$ cat src/hdl/kwch_pkg.sv
// Shared constants, types and codes for the kernel weighted color histogram.
package kwch_pkg;

  // Field and store widths
  localparam int HALF_W       = 7;
  localparam int CHAN_W       = 8;
  localparam int OFFSET_W     = 7;
  localparam int SELECT_W     = 9;
  localparam int STORE_W      = 30;
  localparam int WEIGHT_W     = 16;
  localparam int FRACTION_W   = 17;
  localparam int SQ_W         = 2 * HALF_W;
  localparam int RADIUS_W     = SQ_W + 1;

  // Defaults and limits
  localparam int BIN_COUNT_DEFAULT = 512;
  localparam int MAX_HALF_SIZE     = 64;
  localparam int RESET_HALF        = 16;

  // Divider produces this many quotient bits, for weight and read fraction
  localparam int QUOT_BITS = 16;
  localparam int QCNT_W    = $clog2(QUOT_BITS + 1);

  localparam logic [STORE_W-1:0]    STORE_MAX    = {STORE_W{1'b1}};
  localparam logic [FRACTION_W-1:0] FRACTION_ONE = FRACTION_W'(1) << QUOT_BITS;

  // Commands
  typedef enum logic [1:0] {
    CMD_CLEAR = 2'd0,
    CMD_ACCUM = 2'd1,
    CMD_READ  = 2'd2,
    CMD_NOP   = 2'd3
  } cmd_t;

  // Configuration register indexes
  typedef enum logic [1:0] {
    REG_HALF_WIDTH  = 2'd0,
    REG_HALF_HEIGHT = 2'd1,
    REG_SPARE_2     = 2'd2,
    REG_SPARE_3     = 2'd3
  } reg_index_t;

  // Control states
  typedef enum logic [2:0] {
    ST_SWEEP,
    ST_IDLE,
    ST_ACC_KERNEL,
    ST_ACC_DIV,
    ST_ACC_WRITE,
    ST_READ_FETCH,
    ST_READ_DIV
  } state_t;

  // Kernel stage result: radius test and divider operands
  typedef struct packed {
    logic                in_radius;
    logic [RADIUS_W-1:0] numer;
    logic [RADIUS_W-1:0] radius_sq;
  } kern_res_t;

  // Saturating add of a weight onto a stored count
  function automatic logic [STORE_W-1:0] sat_add(input logic [STORE_W-1:0] acc,
                                                 input logic [WEIGHT_W-1:0] w);
    logic [STORE_W:0] sum;
    sum = {1'b0, acc} + (STORE_W + 1)'(w);
    return sum[STORE_W] ? STORE_MAX : sum[STORE_W-1:0];
  endfunction

endpackage

$ cat src/hdl/kwch_divider.sv
// Restoring divider, one quotient bit per cycle, for numerator below divisor.
module kwch_divider (
  input  logic                                clk,
  input  logic                                rst,
  input  logic                                start,
  input  logic [kwch_pkg::STORE_W-1:0]        numer,
  input  logic [kwch_pkg::STORE_W-1:0]        denom,
  output logic                                done,
  output logic [kwch_pkg::QUOT_BITS-1:0]      quotient
);

  logic                          running;
  logic [kwch_pkg::QCNT_W-1:0]   count;
  logic [kwch_pkg::STORE_W-1:0]  rem, den, rem_next;
  logic [kwch_pkg::STORE_W:0]    shifted, diff;
  logic                          ge;

  // One trial subtraction of the doubled remainder
  always_comb begin
    shifted  = {rem, 1'b0};
    diff     = shifted - {1'b0, den};
    ge       = shifted >= {1'b0, den};
    rem_next = ge ? diff[kwch_pkg::STORE_W-1:0] : shifted[kwch_pkg::STORE_W-1:0];
  end

  // Step control
  always_ff @(posedge clk) begin
    if (rst) begin
      running <= 1'b0;
      done    <= 1'b0;
    end else begin
      done <= 1'b0;
      if (start) begin
        running <= 1'b1;
      end else if (running && count == kwch_pkg::QCNT_W'(1)) begin
        running <= 1'b0;
        done    <= 1'b1;
      end
    end
  end

  // Remainder, divisor and quotient
  always_ff @(posedge clk) begin
    if (start) begin
      rem      <= numer;
      den      <= denom;
      quotient <= '0;
      count    <= kwch_pkg::QCNT_W'(kwch_pkg::QUOT_BITS);
    end else if (running) begin
      rem      <= rem_next;
      quotient <= {quotient[kwch_pkg::QUOT_BITS-2:0], ge};
      count    <= count - kwch_pkg::QCNT_W'(1);
    end
  end

endmodule

$ cat config.mk
export PLATFORM = sky130hd
export DESIGN_NAME = kwch_divider
export DESIGN_NICKNAME = d
export VERILOG_FILES = /design/src/hdl/kwch_pkg.sv /design/src/hdl/kwch_divider.sv
export SDC_FILE = /design/constraint.sdc
export NUM_CORES = 1
export LEC_CHECK = 0
export ABC_AREA = 1
export BUFFER_PORTS_ARGS = -buffer_cell sky130_fd_sc_hd__buf_2
export CAP_MARGIN = 20
export CORE_MARGIN = 2
export CORE_UTILIZATION = 58
export DETAILED_ROUTE_END_ITERATION = 10
export PLACE_DENSITY = 0.81
export SYNTH_ARGS = -nofsm -noshare
export SYNTH_HDL_FRONTEND = slang
export SYNTH_SLANG_ARGS = --single-unit
$ cat constraint.sdc
create_clock -name clk -period 2.72 [get_ports clk]
set_input_delay 0.272 -clock clk [delete_from_list [all_inputs] [get_ports clk]]
set_output_delay 0.272 -clock clk [all_outputs]
set_load 0.03 [all_outputs]
==> flow_summary.yaml, run 1 <==
die:
  die-area_sq_um: 10500
  core-area_sq_um: 9330
  die_height_um: 103
  initial_core_util_pct: 60.4
  rows: 35
  num_io_pins: 80
  die_width_um: 103
global_route:
  grt_pass1_vias: 5017
  grt_util_all_layers_pct: 28.9
  grt_max_degree: 80
  antenna_found_initial: 0
  grt-ovfl-total: 0
  grt_first_pass_wirelength_um: 23600
placed_design:
  dp_hpwl_um: 11300
  numPortBuffers: 79
  place_congestion: 1.02
status:
  status: "complete, no violations"
cts:
  cts-resized-gates: 0
  cts_setup_buffers: 0
  numClockSinks: 83
  clk_latency_ns: 0.37
  cts_hold_buf: 0
  cts_buffers: 9
  clk_pin_slew_ns: 0.10
  root_buffer: "clkbuf_8"
  htree_levels: 3
  ctsLongestPathBuffers: 2
  cts_tree: "done"
finish:
  antenna_cells: 0
  final_common_cell: "nand2_1"
  final_nets: 981
  final_util_pct: 68.9
  drive_above_1_share_pct: 14.0
  area_growth_pct: 14.0
  layout_common_cells: "nand2_1 (275), inv_1 (130), nor2_1 (84), buf_2 (79), edfxtp_1 (60)"
critical_path:
  ff2ff_setup_slack_ns: 0.23
  required_ns: 2.84
  arrival_ns: 2.61
  r2r-start: "rem[21]$_DFFE_PP_"
  cpLargestDelayFamily: "simple AND/OR/NAND/NOR gates"
  r2r_cells: 12
  cp_slowest_cell: "edfxtp_1"
  worstPathCellList: "ha_1 > nand2_1 > inv_1 > a21oi_1 > nand2_1 > a21oi_1 > nand3_4 > buf_4 > nor2_1 > nor2_1 > nand2_1 > nand2_1"
  reg2reg_to: "rem[21]$_DFFE_PP_"
  worst_setup_path_start_kind: "register"
  crit_fanout: 9
  max_stage_delay_ns: 0.42
  worstSetupEndpointType: "register"
  cpMostUsedCell: "nand2_1"
  crit_type: "reg -> reg"
  cp.buffers_inverters: 2
sta:
  tightest_slew_ns: 0.849
  max_clock_freq_ghz: 0.402
  tns_ns: 0
  rsz0062_at_grt: "no"
  finalCriticalPeriod_ns: 2.49
  finalSetupViolCount: 0
  slew_violations: 0
  post-route-period-util_pct: 91.4
  skew_ns: 0.0154
  hold_ws_ns: 0.0728
  relSlewSlack_pct: 43.4
  hold_violations: 0
min_path:
  min_to: "den[11]$_DFFE_PP_"
  worstHoldStart: "denom[11]"
  min_path_type: "in -> reg"
  holdPathStages: 1
synthesis:
  yosysUniqueCellTypes: 31
  syn-mean-instance-area_sq_um: 7.05
  syn_nets: 895
  syn-cell-area_sq_um: 5630
  ys_seq_elements: 83
  yosys_warnings: 0
  yosysSeqAreaShare_pct: 40.2
  ys_top_cells_by_area: "edfxtp_1 (32%), nand2_1 (18%), inv_1 (8.7%), dfxtp_1 (8.2%), ha_1 (7.1%)"
  synth_top_area_share_pct: 32.0
  synth_area_leader_cell: "edfxtp_1"
  synthCells: 799
detailed_routing:
  ant_nets: 0
  vias: 5237
  first_iter_violations: 261
  routed_wl_um: 14300
  vias_per_cell: 5.14
  dr.pass1.iters: 5
  wl_per_cell_um: 14.0
  drc_errors: 0
power_and_ir_drop:
  p_sw_share_pct: 40.9
  powerDensity_nw_per_um2: 713
  switchingPower_w: 0.00188
  seqPwrFrac_pct: 35.6
  p_comb_share_pct: 44.8
  internal_power_w: 0.00271
  p_leak_nw: 3.32
  power_frac_clock_pct: 19.6
  vdd_drop_max_mv: 0.376
job:
  maxCapViolCount: 0
cells by family (layout without fill, tap and decap cells):
kind of cell | Yosys count | in the layout | synth area share (%)
fa+ha+maj | 33 | 33 | 7.46
flops | 83 | 83 | 40.2
simple gates | 453 | 453 | 33.4
buf+inv | 154 | 245 | 10.7
xor+xnor | 14 | 14 | 2.18
compound gates | 62 | 62 | 6.11
flip-flops by register name, indices dropped and copies added, names as in the netlist:
name and count:
count 5, den 30, done 1, quotient 16, rem 30, running 1
cells in the mapped netlist:
library cell	number
ha_1	32
nor2_2	5
nand3_4	1
buf_4	3
nand4_1	10
dfxtp_1	23
fa_1	1
inv_1	130
nand3b_1	6
a21oi_1	25
o21bai_1	2
clkbuf_1	10
nand3_1	56
xnor2_1	14
nand2_2	3
nand2_1	275
a21oi_2	1
o21a_1	2
inv_2	9
edfxtp_1	60
o21ai_0	6
a31oi_1	1
o22ai_1	15
nor2_1	84
and3_1	1
nor3_1	4
nor3b_1	1
and2_1	5
o21ai_1	10
buf_6	2
or2_1	2
power by group through the flow:
stage / logic, W / clock network, W / registers [W]
after floorplan: 0.00151 / 0 / 0.00164
after global placement: 0.00200 / 0 / 0.00166
after detailed placement: 0.00202 / 0 / 0.00166
after CTS: 0.00203 / 0.000923 / 0.00163
after global routing: 0.00232 / 0.000966 / 0.00165
final: 0.00205 / 0.000897 / 0.00163
worst register-to-register path: cells and delay by family (launching register included):
| kind | cells | cell delay [ns] |
|---|---|---|
| DFF | 1 | 0.42 |
| buffers and inverters | 2 | 0.26 |
| AOI/OAI and AO/OA | 2 | 0.43 |
| and+or+nand+nor | 7 | 0.75 |
| adders and majority gates | 1 | 0.39 |
worst max path at each step:
stage / startpoint / slack (ns) / cells after the start / end
global placement: rem[21]$_DFFE_PP_ / 0.22 / 12 / rem[29]$_DFFE_PP_
finish: rem[21]$_DFFE_PP_ / 0.23 / 12 / rem[21]$_DFFE_PP_
global route: rem[3]$_DFFE_PP_ / 0.06 / 14 / rem[16]$_DFFE_PP_
floorplan: start / 0.59 / 4 / rem[0]$_DFFE_PP_
CTS: rem[21]$_DFFE_PP_ / 0.24 / 12 / rem[21]$_DFFE_PP_
detailed placement: rem[21]$_DFFE_PP_ / 0.26 / 12 / rem[21]$_DFFE_PP_
layer usage:
layer,global-route usage (%),share of wire (%),vias up,wire length [um]
li1,-,-,2692,-
met5,0,0,-,0
met3,4.61,6.4,22,919
met1,39.6,47,2354,6630
met2,47.5,45,169,6460
met4,8.31,1.7,0,244
per-stage QoR:
stage	area (sq um)	setup WS, ns	cells	total power (W)
6_report	6420	0.234	1019	0.00458
5_1_grt	6420	0.0626	1019	0.00494
4_1_cts	6420	0.241	1019	0.00459
3_5_place_dp	6230	0.264	1003	0.00368
3_3_place_gp	6230	0.217	1003	0.00365
2_1_floorplan	5630	0.594	799	0.00316
final cells by class:
type,count,area [sq um]
Tap cell,129,161
Fill cell,829,2900
Inverter,139,522
Clock buffer,10,149
Multi-Input combinational cell,562,2770
Sequential cell,83,2260
Timing Repair Buffer,90,515
Clock inverter,6,47.5
Note: power is estimated with default switching activity, not from simulation.
==> run 2, diff against run 1 <==
--- a/config.mk
+++ b/config.mk
@@ -9,9 +9,9 @@
 export BUFFER_PORTS_ARGS = -buffer_cell sky130_fd_sc_hd__buf_2
 export CAP_MARGIN = 20
 export CORE_MARGIN = 2
-export CORE_UTILIZATION = 58
+export CORE_UTILIZATION = 35
 export DETAILED_ROUTE_END_ITERATION = 10
-export PLACE_DENSITY = 0.81
+export PLACE_DENSITY = 0.53
 export SYNTH_ARGS = -nofsm -noshare
 export SYNTH_HDL_FRONTEND = slang
 export SYNTH_SLANG_ARGS = --single-unit
==> run 2 against run 1 <==
Compared with the run above: global-route usage down 10 points; clock power up 33%; critical path depth up 2; design area up 2.8%; register-to-register slack better by 0.02 ns; combinational power about the same; core utilization down 27 points; total power up 6.0%; largest power group unchanged; highest routed layer unchanged.
==> flow_summary.yaml, run 2 (synthesized netlist as in run 1, its figures left out) <==
critical_path:
  cp_slowest_cell: "edfxtp_1"
  r2r-start: "rem[5]$_DFFE_PP_"
  required_ns: 2.84
  arrival_ns: 2.58
  worstSetupEndpointType: "register"
  crit_fanout: 34
  max_stage_delay_ns: 0.39
  crit_type: "reg -> reg"
  ff2ff_setup_slack_ns: 0.25
  worst_setup_path_start_kind: "register"
  worstPathCellList: "ha_1 > nand2_1 > inv_1 > a21oi_1 > nand2_2 > nand2_1 > nand2_1 > nand2_1 > nand3_4 > buf_12 > nor2_1 > nor2_1 > nand2_1 > nand2_1"
  cpMostUsedCell: "nand2_1"
  reg2reg_to: "rem[4]$_DFFE_PP_"
  r2r_cells: 14
power_and_ir_drop:
  vdd_drop_max_mv: 0.426
  p_leak_nw: 3.35
  powerDensity_nw_per_um2: 735
finish:
  area_growth_pct: 17.2
  final_common_cell: "nand2_1"
  drive_above_1_share_pct: 14.0
  top_regs: "den (30), rem (30), quotient (16)"
  layout_common_cells: "nand2_1 (274), inv_1 (130), nor2_1 (84), buf_2 (79), edfxtp_1 (60)"
  antenna_cells: 0
  final_area_sq_um: 6600
  final_util_pct: 41.7
  final_nets: 981
cts:
  ctsLongestPathBuffers: 2
  htree_levels: 3
  cts_tree: "done"
  root_buffer: "clkbuf_16"
  cts-resized-gates: 0
  numClockSinks: 83
  clk_pin_slew_ns: 0.07
  cts_setup_buffers: 0
  clk_latency_ns: 0.36
  cts_hold_buf: 0
  cts_buffers: 9
sta:
  tightest_slew_ns: 0.864
  tns_ns: 0
  skew_ns: 0.0118
  rsz0062_at_grt: "no"
  post-route-period-util_pct: 90.7
  relSlewSlack_pct: 42.4
  hold_violations: 0
  finalSetupViolCount: 0
  slew_violations: 0
  max_clock_freq_ghz: 0.405
  hold_ws_ns: 0.0819
  finalCriticalPeriod_ns: 2.47
global_route:
  antenna_found_initial: 0
  grt_util_all_layers_pct: 18.4
  grt_max_degree: 80
  grt_first_pass_wirelength_um: 23800
  grt_pass1_vias: 4799
  grt-ovfl-total: 0
min_path:
  min_path_type: "in -> reg"
  holdPathStages: 1
  min_to: "den[28]$_DFFE_PP_"
  worstHoldStart: "denom[28]"
detailed_routing:
  dr.pass1.iters: 4
  routed_wl_um: 14900
  vias_per_cell: 4.55
  wl_per_cell_um: 13.5
  ant_nets: 0
  vias: 5030
  first_iter_violations: 325
  drc_errors: 0
placed_design:
  numPortBuffers: 79
  place_congestion: 0.919
  placed_cell_area_sq_um: 6330
  dp_hpwl_um: 11400
status:
  status: "complete, no violations"
die:
  die_height_um: 131
  num_io_pins: 80
  die-area_sq_um: 17100
  core-area_sq_um: 15800
  initial_core_util_pct: 35.6
  rows: 46
  die_width_um: 131
job:
  maxCapViolCount: 0
[run 2: final cells by class]
class                   instances  area [sq um]
flip-flops and latches         83          2260
inverters                     139           522
clock buffers                  10           229
well taps                     216           270
clock inverters                 6          46.3
fillers                      1695          9230
repair buffers                 90           503
multi-input cells             562          2770
[run 2: through the flow]
step / total power (W) / std cells / setup slack, ns
4_1_cts: 0.00491 / 1106 / 0.219
5_1_grt: 0.00526 / 1106 / 0.0289
3_5_place_dp: 0.00369 / 1090 / 0.228
2_1_floorplan: 0.00316 / 799 / 0.594
3_3_place_gp: 0.00369 / 1090 / 0.237
6_report: 0.00486 / 1106 / 0.252
[run 2: worst max path at each step]
| stage | from | endpoint | slack [ns] | depth (start not counted) |
|---|---|---|---|---|
| 6_report | rem[5]$_DFFE_PP_ | rem[4]$_DFFE_PP_ | 0.25 | 14 |
| 4_1_cts | rem[5]$_DFFE_PP_ | rem[4]$_DFFE_PP_ | 0.22 | 14 |
| 3_3_place_gp | rem[21]$_DFFE_PP_ | rem[21]$_DFFE_PP_ | 0.24 | 12 |
| 5_1_grt | rem[2]$_DFFE_PP_ | rem[16]$_DFFE_PP_ | 0.03 | 13 |
| 2_1_floorplan | start | rem[0]$_DFFE_PP_ | 0.59 | 4 |
| 3_5_place_dp | rem[5]$_DFFE_PP_ | rem[4]$_DFFE_PP_ | 0.23 | 14 |
[run 2: per-layer routing]
metal | share of wire (%) | wire length [um] | track usage, % | vias up
li1 | - | - | - | 2690
met1 | 50 | 7470 | 24.7 | 2225
met2 | 43 | 6440 | 29.1 | 100
met3 | 5.4 | 804 | 5.01 | 15
met4 | 1.5 | 222 | 5.38 | 0
met5 | 0 | 0 | 0 | -
[run 2: power breakdown]
group / leakage [nW] / switching (W) / internal [W]
Combinational: 2.43 / 0.00128 / 0.000749
Sequential: 0.786 / 0.0000796 / 0.00155
Clock: 0.138 / 0.000561 / 0.000628
[run 2: worst max-delay path, delay by kind of cell, from the launching register on]
kind | cells | cell delay (ns)
DFF | 1 | 0.39
adders and majority gates | 1 | 0.37
buffers and inverters | 2 | 0.25
and+or+nand+nor | 10 | 0.98
AOI/OAI and AO/OA | 1 | 0.22
