===== config.mk =====
export PLATFORM = sky130hd
export DESIGN_NAME = kwch_kernel
export DESIGN_NICKNAME = d
export VERILOG_FILES = /design/src/hdl/kwch_pkg.sv /design/src/hdl/kwch_kernel.sv
export SDC_FILE = /design/constraint.sdc
export NUM_CORES = 1
export LEC_CHECK = 0
export BUFFER_PORTS_ARGS = -buffer_cell sky130_fd_sc_hd__buf_2
export CORE_ASPECT_RATIO = 0.5
export CORE_MARGIN = 2
export CORE_UTILIZATION = 60
export DETAILED_ROUTE_END_ITERATION = 12
export GPL_TIMING_DRIVEN = 0
export PLACE_DENSITY = 0.88
export SKIP_LAST_GASP = 1
export SLEW_MARGIN = 30
export SYNTH_ARGS = -nofsm -noshare
export SYNTH_HDL_FRONTEND = slang
export SYNTH_SLANG_ARGS = --single-unit

===== constraint.sdc =====
create_clock -name clk -period 14.9 [get_ports clk]
set_input_delay 1.49 -clock clk [delete_from_list [all_inputs] [get_ports clk]]
set_output_delay 1.49 -clock clk [all_outputs]
set_load 0.02 [all_outputs]

===== src/hdl/kwch_pkg.sv =====
// Shared constants, types and codes for the kernel weighted color histogram.
package kwch_pkg;

  // Field and store widths
  localparam int HALF_W       = 7;
  localparam int CHAN_W       = 8;
  localparam int OFFSET_W     = 7;
  localparam int SELECT_W     = 9;
  localparam int STORE_W      = 30;
  localparam int WEIGHT_W     = 16;
  localparam int FRACTION_W   = 17;
  localparam int SQ_W         = 2 * HALF_W;
  localparam int RADIUS_W     = SQ_W + 1;

  // Defaults and limits
  localparam int BIN_COUNT_DEFAULT = 512;
  localparam int MAX_HALF_SIZE     = 64;
  localparam int RESET_HALF        = 16;

  // Divider produces this many quotient bits, for weight and read fraction
  localparam int QUOT_BITS = 16;
  localparam int QCNT_W    = $clog2(QUOT_BITS + 1);

  localparam logic [STORE_W-1:0]    STORE_MAX    = {STORE_W{1'b1}};
  localparam logic [FRACTION_W-1:0] FRACTION_ONE = FRACTION_W'(1) << QUOT_BITS;

  // Commands
  typedef enum logic [1:0] {
    CMD_CLEAR = 2'd0,
    CMD_ACCUM = 2'd1,
    CMD_READ  = 2'd2,
    CMD_NOP   = 2'd3
  } cmd_t;

  // Configuration register indexes
  typedef enum logic [1:0] {
    REG_HALF_WIDTH  = 2'd0,
    REG_HALF_HEIGHT = 2'd1,
    REG_SPARE_2     = 2'd2,
    REG_SPARE_3     = 2'd3
  } reg_index_t;

  // Control states
  typedef enum logic [2:0] {
    ST_SWEEP,
    ST_IDLE,
    ST_ACC_KERNEL,
    ST_ACC_DIV,
    ST_ACC_WRITE,
    ST_READ_FETCH,
    ST_READ_DIV
  } state_t;

  // Kernel stage result: radius test and divider operands
  typedef struct packed {
    logic                in_radius;
    logic [RADIUS_W-1:0] numer;
    logic [RADIUS_W-1:0] radius_sq;
  } kern_res_t;

  // Saturating add of a weight onto a stored count
  function automatic logic [STORE_W-1:0] sat_add(input logic [STORE_W-1:0] acc,
                                                 input logic [WEIGHT_W-1:0] w);
    logic [STORE_W:0] sum;
    sum = {1'b0, acc} + (STORE_W + 1)'(w);
    return sum[STORE_W] ? STORE_MAX : sum[STORE_W-1:0];
  endfunction

endpackage


===== src/hdl/kwch_kernel.sv =====
// Kernel stage: registered squares of half sizes and offsets, radius test.
module kwch_kernel (
  input  logic                                clk,
  input  logic                                load,
  input  logic [kwch_pkg::HALF_W-1:0]         half_width,
  input  logic [kwch_pkg::HALF_W-1:0]         half_height,
  input  logic signed [kwch_pkg::OFFSET_W-1:0] offset_x,
  input  logic signed [kwch_pkg::OFFSET_W-1:0] offset_y,
  output kwch_pkg::kern_res_t                 res
);

  logic [kwch_pkg::HALF_W-1:0]   hx, hy, ax, ay;
  logic [kwch_pkg::SQ_W-1:0]     hx_sq, hy_sq, dx_sq, dy_sq;
  logic [kwch_pkg::RADIUS_W-1:0] r2, d2;

  // Clamp half sizes; take offset magnitudes (minus 64 maps to 64)
  always_comb begin
    hx = (9'(half_width) > 9'(kwch_pkg::MAX_HALF_SIZE))
       ? kwch_pkg::HALF_W'(kwch_pkg::MAX_HALF_SIZE) : half_width;
    hy = (9'(half_height) > 9'(kwch_pkg::MAX_HALF_SIZE))
       ? kwch_pkg::HALF_W'(kwch_pkg::MAX_HALF_SIZE) : half_height;
    ax = offset_x[kwch_pkg::OFFSET_W-1] ? kwch_pkg::HALF_W'(-offset_x)
                                        : kwch_pkg::HALF_W'(offset_x);
    ay = offset_y[kwch_pkg::OFFSET_W-1] ? kwch_pkg::HALF_W'(-offset_y)
                                        : kwch_pkg::HALF_W'(offset_y);
  end

  // Register the four squares
  always_ff @(posedge clk) begin
    if (load) begin
      hx_sq <= kwch_pkg::SQ_W'(hx) * kwch_pkg::SQ_W'(hx);
      hy_sq <= kwch_pkg::SQ_W'(hy) * kwch_pkg::SQ_W'(hy);
      dx_sq <= kwch_pkg::SQ_W'(ax) * kwch_pkg::SQ_W'(ax);
      dy_sq <= kwch_pkg::SQ_W'(ay) * kwch_pkg::SQ_W'(ay);
    end
  end

  // Sum, compare, and form the weight numerator
  always_comb begin
    r2            = kwch_pkg::RADIUS_W'(hx_sq) + kwch_pkg::RADIUS_W'(hy_sq);
    d2            = kwch_pkg::RADIUS_W'(dx_sq) + kwch_pkg::RADIUS_W'(dy_sq);
    res.in_radius = d2 < r2;
    res.numer     = r2 - d2;
    res.radius_sq = r2;
  end

endmodule


==> results.txt, run 1 <==
- The flow ran to the end, and the final reports show no timing, DRC or antenna violations.
- Dividing the detail-routed wire length by the instance count gives 14.8 µm.
- After global routing the overflow that remains totals 0.
* Level count of the clock H-tree: 2
- Remaining design rule violation count: 0
- Counting the buffers created by CTS gives 5.
- Most frequent cells after synthesis: sky130_fd_sc_hd__ha_1 (137), sky130_fd_sc_hd__inv_1 (119), sky130_fd_sc_hd__nand2_1 (72), sky130_fd_sc_hd__fa_1 (57), sky130_fd_sc_hd__nor2_1 (57)
- Summed over its instances, the top area cell type makes up 21.0% of the synthesized netlist area.
- Async set-reset flop share out of synthesis: 0%
- Net total in the final layout: 1183
- In this run the horizontal extent of the chip is 169 µm.
- The Yosys step of the flow raised 0 warnings.
- Entering global routing, the biggest net connects 53 pins.
* Gate count of the mapped netlist: 877
* Number of max-slew violations in the final report: 0
* Per-cell via count in the routed design: 5.77
- Synthesis inferred 52 register bits.
- Final critical-path share of the clock period: 45.6%
- Minimum period implied by the final worst setup slack: 6.80 ns
* Total die area: 14600 µm²
- The tree is rooted in a sky130_fd_sc_hd__clkbuf_16.
- Via count of the routed design: 6544
- TritonCTS clock tree: done
* Maxcap violations: 0
- Summed over all instances, the cell type with the most area after synthesis is sky130_fd_sc_hd__ha_1.
* Routability congestion estimate from global placement: 0.904
* Critical Path Source: offset_x[0]
- Adding up every negative setup slack in the final design gives 0 ns.
- Setup repair after global routing left no endpoint under its margin.
- Number of global-route vias before repair: 6452
- Avg Cell Area, Syn: 9.31 µm²
- Maximum number of buffers from clock root to sink: 2
- In the global route stage, overall resource usage came out at 23.5%.
* Wirelength, routed: 16800 µm
- Synth-to-layout area growth: 8.73%
- Critical path peak fanout: 10
- The initial antenna violation count came to 0.
* Area contributors post-synth: sky130_fd_sc_hd__ha_1 (21%), sky130_fd_sc_hd__edfxtp_1 (19%), sky130_fd_sc_hd__fa_1 (14%)
- The detailed router finished its first iteration with 319 violations.
* Arrival time worst endpoint: 6.83 ns
- In this run the post-CTS setup repair buffer count came out at 0.
- Antenna diode count: 0
- Number of placement rows: 30
- First-pass iteration count of the detailed router: 5
- Number of enable-type register cells in the synthesized netlist: 52
- In this run the tightest slew margin relative to its limit is 50.6%.
- Critical path required time: 14.93 ns
- The first global-routing pass estimated 28100 µm of wire.
- The worst setup path is captured at a flop.
- Sequential cells were found to cover 19.1% of the synthesized design area.
* Placed wire-length estimate after detailed placement: 14100 µm
- 61 I/O pins were placed.
- Remaining antenna violation count after routing: 0
- The final hold violation count is 0.
* Worst min-delay path category: in -> reg
- Most used DFF post-synth: sky130_fd_sc_hd__edfxtp_1
- Yosys instantiated no cell more often than sky130_fd_sc_hd__ha_1.
- After floorplanning, the core was sized to cover 13400 µm².
- Layout cell share with drive strength beyond 1: 9.70%
* Termination of the worst setup path: dx_sq[12]
- Critical Path Source Type: input port
- Input and output buffers added on the ports amount to 57.
* Hold buffer count at CTS: 0
- Die boundary height: 86.5 µm
- Number of resized instances in the post-cts repair step: 0
- The mapped netlist covers 8170 µm².
- After clock tree synthesis, the clock-pin slew on the worst setup and hold paths is 0.06 ns.
* Class of the most critical setup path: in -> reg
- The clock net in this run drives a total of 52 sinks.
- Once the floorplan was initialized, standard cells occupied 60.8% of the core.
- Measured slew at the worst slew-check pin: 0.735 ns
- The netlist uses 80 different library cells.
- Maximum operating frequency: 0.147 GHz
- Setup-failing EPs final: 0
==> cells in the final DEF, fill, tap and decap left out, types with 7 or more instances in the layout <==
| master | Yosys | final |
|---|---|---|
| sky130_fd_sc_hd__edfxtp_1 | 52 | 52 |
| sky130_fd_sc_hd__nand2b_1 | 12 | 12 |
| sky130_fd_sc_hd__and2_1 | 23 | 23 |
| sky130_fd_sc_hd__fa_1 | 57 | 57 |
| sky130_fd_sc_hd__buf_2 | 1 | 57 |
| sky130_fd_sc_hd__o21ai_0 | 31 | 31 |
| sky130_fd_sc_hd__a21oi_1 | 43 | 43 |
| sky130_fd_sc_hd__nor2_1 | 57 | 57 |
| sky130_fd_sc_hd__ha_1 | 137 | 137 |
| sky130_fd_sc_hd__nand3_1 | 8 | 8 |
| sky130_fd_sc_hd__o21a_1 | 12 | 12 |
| sky130_fd_sc_hd__and3_1 | 7 | 7 |
| sky130_fd_sc_hd__inv_1 | 119 | 119 |
| sky130_fd_sc_hd__nand2_1 | 72 | 72 |
| sky130_fd_sc_hd__o21bai_1 | 8 | 8 |
| sky130_fd_sc_hd__nor2b_1 | 22 | 22 |
| sky130_fd_sc_hd__a21o_1 | 15 | 15 |
| sky130_fd_sc_hd__conb_1 | 2 | 20 |
| sky130_fd_sc_hd__xnor2_1 | 51 | 51 |
| sky130_fd_sc_hd__xor2_1 | 31 | 31 |
==> flip-flops by register name, indices dropped and copies added, names as in the netlist <==
name / count
hx_sq: 13
hy_sq: 13
dx_sq: 13
dy_sq: 13
==> worst max-delay path, stage by stage <==
cell and delay [ns]:
sky130_fd_sc_hd__buf_2 0.11, sky130_fd_sc_hd__buf_4 0.16, sky130_fd_sc_hd__inv_2 0.15, sky130_fd_sc_hd__ha_1 0.22, sky130_fd_sc_hd__or3b_1 0.39, sky130_fd_sc_hd__nand2_1 0.10, sky130_fd_sc_hd__xnor2_1 0.19, sky130_fd_sc_hd__nand2_1 0.20
sky130_fd_sc_hd__inv_1 0.09, sky130_fd_sc_hd__fa_1 0.54, sky130_fd_sc_hd__inv_1 0.06, sky130_fd_sc_hd__fa_1 0.52, sky130_fd_sc_hd__fa_1 0.53, sky130_fd_sc_hd__inv_1 0.06, sky130_fd_sc_hd__fa_1 0.46, sky130_fd_sc_hd__ha_1 0.23
sky130_fd_sc_hd__nor3_1 0.50, sky130_fd_sc_hd__a21oi_1 0.14, sky130_fd_sc_hd__o22ai_1 0.32, sky130_fd_sc_hd__nor4bb_1 0.11, sky130_fd_sc_hd__a211o_1 0.26
==> through the flow <==
step / setup WS [ns] / area (µm²) / hold slack (ns) / utilization, % / cells
global placement: 8.04 / 8740 / 1.69 / 65.0 / 1128
floorplan: 8.56 / 8230 / 1.59 / - / 895
CTS: 8.15 / 8880 / 1.40 / 66.1 / 1135
detailed placement: 7.89 / 8740 / 1.69 / 65.0 / 1128
finish: 8.10 / 8880 / 1.40 / 66.1 / 1135
global route: 7.78 / 8880 / 1.39 / 66.1 / 1135
==> cell type report <==
type | count | area, µm²
Multi-Input combinational cell | 714 | 6170
Fill cell | 1035 | 4560
Timing Repair Buffer | 57 | 288
Inverter | 121 | 454
Clock inverter | 2 | 12.5
Buffer | 8 | 50.0
Tap cell | 176 | 220
Sequential cell | 52 | 1560
Clock buffer | 5 | 125
==> cells by family after synthesis <==
family	Yosys count	share of synthesized area, %
and+or+nand+nor	238	14.7
muxes	5	0.781
other	2	0.0920
DFF	52	19.1
adders and majority gates	194	35.0
AOI/OAI and AO/OA	174	15.1
buffers and inverters	129	6.18
xor gates and xnor gates	83	8.99
==> metal layers <==
metal / GRT usage [%] / routed length (µm) / up-vias
met2: 44.6 / 8680 / 164
met1: 28.0 / 7050 / 3155
met4: 7.54 / 465 / 0
li1: - / - / 3187
met5: 0 / 0 / -
met3: 3.20 / 611 / 38
==> worst min-delay path by stage <==
| stage | slack [ns] | cells past startpoint | to | start |
|---|---|---|---|---|
| final | 1.40 | 1 | dx_sq[0] | offset_x[0] |
| after global routing | 1.39 | 1 | dx_sq[0] | offset_x[0] |
| after CTS | 1.40 | 1 | dx_sq[0] | offset_x[0] |
| after global placement | 1.69 | 1 | dx_sq[0] | offset_x[0] |
| after floorplan | 1.59 | 0 | dx_sq[0] | offset_x[0] |
| after detailed placement | 1.69 | 1 | dx_sq[0] | offset_x[0] |
Power of run 1 is left out: the tool's default activity adds up to more than one toggle a clock period on the data nets, which glitch-free logic cannot reach.
==> run 2, diff against run 1 <==
--- a/config.mk
+++ b/config.mk
@@ -8,10 +8,10 @@
 export BUFFER_PORTS_ARGS = -buffer_cell sky130_fd_sc_hd__buf_2
 export CORE_ASPECT_RATIO = 0.5
 export CORE_MARGIN = 2
-export CORE_UTILIZATION = 60
+export CORE_UTILIZATION = 57
 export DETAILED_ROUTE_END_ITERATION = 12
 export GPL_TIMING_DRIVEN = 0
-export PLACE_DENSITY = 0.88
+export PLACE_DENSITY = 0.87
 export SKIP_LAST_GASP = 1
 export SLEW_MARGIN = 30
 export SYNTH_ARGS = -nofsm -noshare
==> constraint.sdc (replaced) <==
create_clock -name clk -period 6.15 [get_ports clk]
set_input_delay 0.615 -clock clk [delete_from_list [all_inputs] [get_ports clk]]
set_output_delay 0.615 -clock clk [all_outputs]
set_load 0.02 [all_outputs]
==> results.txt, run 2 (synthesis gave the netlist of run 1 again) <==
* Die boundary height: 88.6 µm (was 86.5 µm)
* Maximum number of buffers from clock root to sink: 2 (unchanged)
- Run status: complete, no violations (unchanged)
* First-pass GRT wire length: 28900 µm (was 28100 µm)
- The setup violation total in the final timing report is 0 (unchanged).
- Number of global-route vias before repair: 6514 (was 6452)
* Pin count of the biggest net entering global routing: 53 (unchanged)
- Horizontal die dimension: 173 µm (was 169 µm)
- Maxcap violations: 0 (unchanged)
- The worst path uses 94.1% of the clock period.
* Maximum operating frequency: 0.173 GHz
- Wirelength per Cell: 15.1 µm (was 14.8 µm)
* Critical path peak fanout: 9 (was 10)
- The number of nets still failing antenna checks after routing was 0 (unchanged).
* Worst min-delay path category: in -> reg (unchanged)
* Per-cell via count in the routed design: 5.72 (was 5.77)
- The post-layout net count came to 1183 (unchanged).
* Hold buffer count at CTS: 0 (unchanged)
- Commonest cells after routing, fill and taps aside: sky130_fd_sc_hd__ha_1 (137), sky130_fd_sc_hd__inv_1 (119), sky130_fd_sc_hd__nand2_1 (72) (unchanged)
- Overflow left after global routing: 0 (unchanged)
- The clock sink total came to 52 (unchanged).
- The starting density of the core is 59.3% (was 60.8%).
- Gr usage total: 23.0% (was 23.5%)
- Core area: 13800 µm² (was 13400 µm²)
- The clock tree from TritonCTS is done (unchanged).
- The total clock buffers created by CTS came to 5 (unchanged).
- The worst endpoint data arrival time was 5.83 ns (was 6.83 ns).
* Total die area: 15400 µm² (was 14600 µm²)
* Antenna diode count: 0 (unchanged)
* Unrepaired setup endpoints after global routing: no (unchanged)
- The count of buffers added by post-CTS timing repair for setup came to 0 (unchanged).
- Number of antenna violations at the first check in global routing: 0 (unchanged)
- Via count of the routed design: 6584 (was 6544)
- The final hold violation count came to 0 (unchanged).
- The signed area change from the synthesized netlist to the final layout was 9.36% (was 8.73%).
- Minimum period implied by the final worst setup slack: 5.79 ns
- The slew at the pin closest to its max-slew limit came to 0.722 ns (was 0.735 ns).
- Level count of the clock H-tree: 2 (unchanged)
* First-pass iteration count of the detailed router: 5 (unchanged)
- Port Buffer Count: 57 (unchanged)
- The register clock-pin slew on the reported worst setup and hold paths was 0.07 ns (was 0.06 ns).
- The post-detailed-route DRC marker count was 0 (unchanged).
- Class of the most critical setup path: in -> reg (unchanged)
- The relative max-transition margin was 51.5% (was 50.6%).
* Critical path required time: 6.19 ns (was 14.93 ns)
* Placed wire-length estimate after detailed placement: 14200 µm (was 14100 µm)
- The kind of end point of the critical path is a flop (unchanged).
* Number of max-slew violations in the final report: 0 (unchanged)
- Number of top-level pins: 61 (unchanged)
- Wirelength, routed: 17500 µm (was 16800 µm)
* Layout cell share with drive strength beyond 1: 9.79% (was 9.70%)
- Setup_tns: 0 ns (unchanged)
- Drt initial violations: 358 (was 319)
- The final weighted congestion in routability-driven placement came to 0.885 (was 0.904).
* Most common cell after layout, fill and taps aside: sky130_fd_sc_hd__ha_1 (unchanged)
* Number of placement rows: 30 (unchanged)
- Critical Path Source Type: input port (unchanged)
- Root Driver: sky130_fd_sc_hd__clkbuf_16 (unchanged)
[run 2: worst paths after layout]
kind | start | to | slack (ns) | cells past startpoint
min | offset_x[0] | dx_sq[0] | 0.52 | 1
max | offset_y[0] | dy_sq[11] | 0.36 | 20
[run 2: layer usage]
layer / GRT usage (%) / routed length, µm / share of wire (%)
met1: 26.8 / 7180 / 41
met2: 44.8 / 9230 / 53
met3: 2.75 / 573 / 3.3
met4: 8.40 / 469 / 2.7
met5: 0 / 0 / 0
[run 2: worst max-delay path, cell delays in order]
cell	delay, ns
sky130_fd_sc_hd__buf_2	0.13
sky130_fd_sc_hd__buf_2	0.18
sky130_fd_sc_hd__inv_2	0.13
sky130_fd_sc_hd__ha_1	0.23
sky130_fd_sc_hd__and2b_4	0.22
sky130_fd_sc_hd__xnor2_1	0.47
sky130_fd_sc_hd__nor2_1	0.13
sky130_fd_sc_hd__ha_1	0.35
sky130_fd_sc_hd__xnor2_1	0.16
sky130_fd_sc_hd__fa_1	0.54
sky130_fd_sc_hd__inv_1	0.05
sky130_fd_sc_hd__fa_1	0.47
sky130_fd_sc_hd__inv_1	0.05
sky130_fd_sc_hd__fa_1	0.53
sky130_fd_sc_hd__inv_1	0.04
sky130_fd_sc_hd__ha_1	0.37
sky130_fd_sc_hd__inv_1	0.09
sky130_fd_sc_hd__o41ai_2	0.60
sky130_fd_sc_hd__nand2_1	0.14
sky130_fd_sc_hd__a311o_1	0.34
[run 2: repair_timing]
item                                    4_1_cts  5_1_grt
resized for setup                             0        1
endpoints found under the setup margin        0        1
hold endpoints to repair                      0        0
[run 2: metrics by stage]
stage | instance area, µm² | util [%] | setup WS (ns) | hold slack (ns) | cells
2_1_floorplan | 8230 | - | 0.686 | 0.714 | 895
3_3_place_gp | 8760 | 63.6 | 0.152 | 0.822 | 1144
3_5_place_dp | 8760 | 63.6 | 0.0451 | 0.809 | 1144
4_1_cts | 8920 | 64.8 | 0.317 | 0.517 | 1152
5_1_grt | 8930 | 64.8 | 0.0555 | 0.504 | 1152
6_report | 8930 | 64.8 | 0.363 | 0.520 | 1152
[run 2: layout make-up]
class | instances | area (µm²)
plain buffers | 8 | 50.0
clock buffers | 6 | 129
clock inverters | 2 | 35.0
fillers | 1066 | 4850
inverters | 121 | 454
multi-input cells | 714 | 6170
flip-flops and latches | 52 | 1560
well taps | 192 | 240
repair buffers | 57 | 288
Power of run 2 is left out for the same reason.
==> run 3, diff against run 2 <==
--- a/config.mk
+++ b/config.mk
@@ -8,10 +8,11 @@
 export BUFFER_PORTS_ARGS = -buffer_cell sky130_fd_sc_hd__buf_2
 export CORE_ASPECT_RATIO = 0.5
 export CORE_MARGIN = 2
-export CORE_UTILIZATION = 57
+export CORE_UTILIZATION = 60
+export CTS_BUF_LIST = sky130_fd_sc_hd__clkbuf_4 sky130_fd_sc_hd__clkbuf_8 sky130_fd_sc_hd__clkbuf_16
 export DETAILED_ROUTE_END_ITERATION = 12
 export GPL_TIMING_DRIVEN = 0
-export PLACE_DENSITY = 0.87
+export PLACE_DENSITY = 0.88
 export SKIP_LAST_GASP = 1
 export SLEW_MARGIN = 30
 export SYNTH_ARGS = -nofsm -noshare
==> constraint.sdc (replaced) <==
create_clock -name clk -period 5.55 [get_ports clk]
set_input_delay 0.555 -clock clk [delete_from_list [all_inputs] [get_ports clk]]
set_output_delay 0.555 -clock clk [all_outputs]
set_load 0.02 [all_outputs]
==> results.txt, run 3 (synthesis gave the netlist of run 1 again) <==
- Run status: complete, no violations (unchanged)
- The endpoint with the worst hold slack is dx_sq[0] (unchanged).
* Crit-path max cell delay: 0.56 ns (was 0.60 ns)
- TritonCTS clock tree: done (unchanged)
* Cell depth of the worst hold path: 1 (unchanged)
* Arrival time worst endpoint: 5.47 ns (was 5.83 ns)
- The max capacitance violation total came to 0 (unchanged).
* Wirelength, routed: 17300 µm (was 17500 µm)
- Hold buffer count at CTS: 0 (unchanged)
- Root Driver: sky130_fd_sc_hd__clkbuf_16 (unchanged)
- Of the available clock period, the critical path in the final layout requires 97.7%.
- Number of global-route vias before repair: 6468 (was 6514)
- The starting density of the core was 60.8% (was 59.3%).
- Fill cell total of the finished layout: 991 (was 1066)
- The final routed wire length divided by cell count was 15.2 µm (was 15.1 µm).
- The utilization of the core after routing was 67.5% (was 64.8%).
- The total clock buffers created by CTS was 5 (unchanged).
- The critical path data required time came to 5.60 ns (was 6.19 ns).
* Gr usage total: 23.7% (was 23.0%)
* Setup_tns: 0 ns (unchanged)
- Commonest cells after routing, fill and taps aside: sky130_fd_sc_hd__ha_1 (135), sky130_fd_sc_hd__inv_1 (119), sky130_fd_sc_hd__nand2_1 (70) (was sky130_fd_sc_hd__ha_1 (137), sky130_fd_sc_hd__inv_1 (119), sky130_fd_sc_hd__nand2_1 (72))
- The slew at the pin closest to its max-slew limit was 0.785 ns (was 0.722 ns).
- The start point of the worst min-delay path is offset_x[0] (unchanged).
- The level count of the clock H-tree was 2 (unchanged).
* Pin count of the biggest net entering global routing: 53 (unchanged)
- The via-per-instance ratio is 5.78 (was 5.72).
* Worst min-delay path category: in -> reg (unchanged)
- Critical Path Source Type: input port (unchanged)
- Total die area: 14600 µm² (was 15400 µm²)
- The kind of end point of the critical path was a flop (unchanged).
- Worst-case headroom to the max-slew limit: 47.3% (was 51.5%)
- The critical-path maximum fanout was 10 (was 9).
- Cells along the critical path: clkbuf_4, inv_2, ha_1, and2b_4, xnor2_4, nor2_1, ha_1, xnor2_1, fa_1, inv_1, fa_1, inv_1, fa_1, inv_1, ha_4, a21oi_1, nor2_1, a211oi_2, o41ai_4, and4b_1, a311o_1 (was buf_2, buf_2, inv_2, ha_1, and2b_4, xnor2_1, nor2_1, ha_1, xnor2_1, fa_1, inv_1, fa_1, inv_1, fa_1, inv_1, ha_1, inv_1, o41ai_2, nand2_1, a311o_1).
- The total congestion overflow after global routing is 0 (unchanged).
- Critical Path Source: offset_y[0] (unchanged)
- Net total in the final layout: 1187 (was 1183)
- First-pass GRT wire length: 28200 µm (was 28900 µm)
- Antenna diode count: 0 (unchanged)
- Synth-to-layout area growth: 11.0% (was 9.36%)
* Horizontal die dimension: 169 µm (was 173 µm)
- CTS clk-pin slew, worst paths: 0.07 ns (about the same)
* Number of placement rows: 30 (unchanged)
- The proportion of layout cells with a drive suffix above 1 was 11.5% (was 9.79%).
* Number of antenna violations at the first check in global routing: 0 (unchanged)
- The total count of max-transition violations in the final report is 0 (unchanged).
- First-pass iteration count of the detailed router: 5 (unchanged)
- Drt initial violations: 371 (was 358)
- The post-detailed-route DRC marker count is 0 (unchanged).
* Maximum number of buffers from clock root to sink: 2 (unchanged)
* Routability congestion estimate from global placement: 0.904 (was 0.885)
- Core area: 13400 µm² (was 13800 µm²)
* Remaining antenna violation count after routing: 0 (unchanged)
- Maximum operating frequency: 0.184 GHz
- The slowest cell on the critical path is sky130_fd_sc_hd__fa_1 (was sky130_fd_sc_hd__o41ai_2).
- The height of the die was 86.5 µm (was 88.6 µm).
* Setup-failing EPs final: 0 (unchanged)
- The count of pins on the block boundary came to 61 (unchanged).
- Unrepaired setup endpoints after global routing: yes (was no)
- The final hold violation count was 0 (unchanged).
- The total vias in the final route came to 6587 (was 6584).
* Placed wire-length estimate after detailed placement: 14100 µm (was 14200 µm)
- Port Buffer Count: 57 (unchanged)
- Most common cell after layout, fill and taps aside: sky130_fd_sc_hd__ha_1 (unchanged)
- Class of the most critical setup path: in -> reg (unchanged)
* Clock Sink Count: 52 (unchanged)
- Minimum period implied by the final worst setup slack: 5.42 ns
## run 3: changes by cell type in the layout (fill, tap and decap cells not counted), moves of 2 or more
cell / before / now
sky130_fd_sc_hd__xnor2_1: 51 / 49
sky130_fd_sc_hd__nand2_2: 0 / 2
sky130_fd_sc_hd__buf_4: 2 / 7
sky130_fd_sc_hd__xnor2_4: 0 / 2
sky130_fd_sc_hd__xor2_1: 31 / 28
sky130_fd_sc_hd__ha_4: 0 / 2
sky130_fd_sc_hd__xor2_2: 0 / 2
sky130_fd_sc_hd__ha_1: 137 / 135
sky130_fd_sc_hd__nand2_1: 72 / 70
sky130_fd_sc_hd__buf_2: 57 / 55
## run 3: final cells by class
cell class / instances / area [µm²] / area share, %
multi-input combinational: 714 / 6320 / 69.7
sequential: 52 / 1560 / 17.2
clock buffer: 5 / 125 / 1.38
inverter: 121 / 457 / 5.04
timing repair buffer: 62 / 328 / 3.62
buffer: 7 / 45.0 / 0.497
clock inverter: 2 / 12.5 / 0.138
tap: 176 / 220 / 2.43
## run 3: how the worst max path moves through the flow
stage               cells past startpoint  slack, ns         to
finish                                 21       0.13  dy_sq[11]
global route                           22      -0.11  dy_sq[11]
CTS                                    22      -0.05  dx_sq[12]
detailed placement                     21      -0.53  dx_sq[12]
global placement                       21      -0.37  dx_sq[12]
floorplan                              21       0.15  dx_sq[12]
## run 3: what timing repair did
action / in CTS / in global routing
resized for setup: 7 / 16
setup buffers: 0 / 5
hold endpoints to repair: 0 / 0
pin swaps: 0 / 6
endpoints found under the setup margin: 4 / 7
## run 3: metrics by stage
step                      hold WS (ns)  cell area [µm²]  setup slack (ns)  cells
after floorplan                  0.654             8230             0.146    895
after global placement           0.759             8740            -0.373   1128
after detailed placement         0.754             8740            -0.526   1128
after CTS                        0.463             8920           -0.0540   1135
after global routing             0.458             9070            -0.107   1139
final                            0.463             9070             0.127   1139
## run 3: critical path: cells and delay by family
kind                       cells  cell delay, ns
adders and majority gates      6            2.41
xor gates and xnor gates       2            0.38
buffers and inverters          5            0.49
and+or+nand+nor                4            0.65
AOI/OAI and AO/OA              4            0.98
## run 3: layer usage
layer / global-route usage (%) / routed length [µm]
met4: 7.46 / 556
met3: 3.01 / 623
met5: 0 / 0
met2: 45.3 / 8950
met1: 28.1 / 7210
Power of run 3 is left out for the same reason.
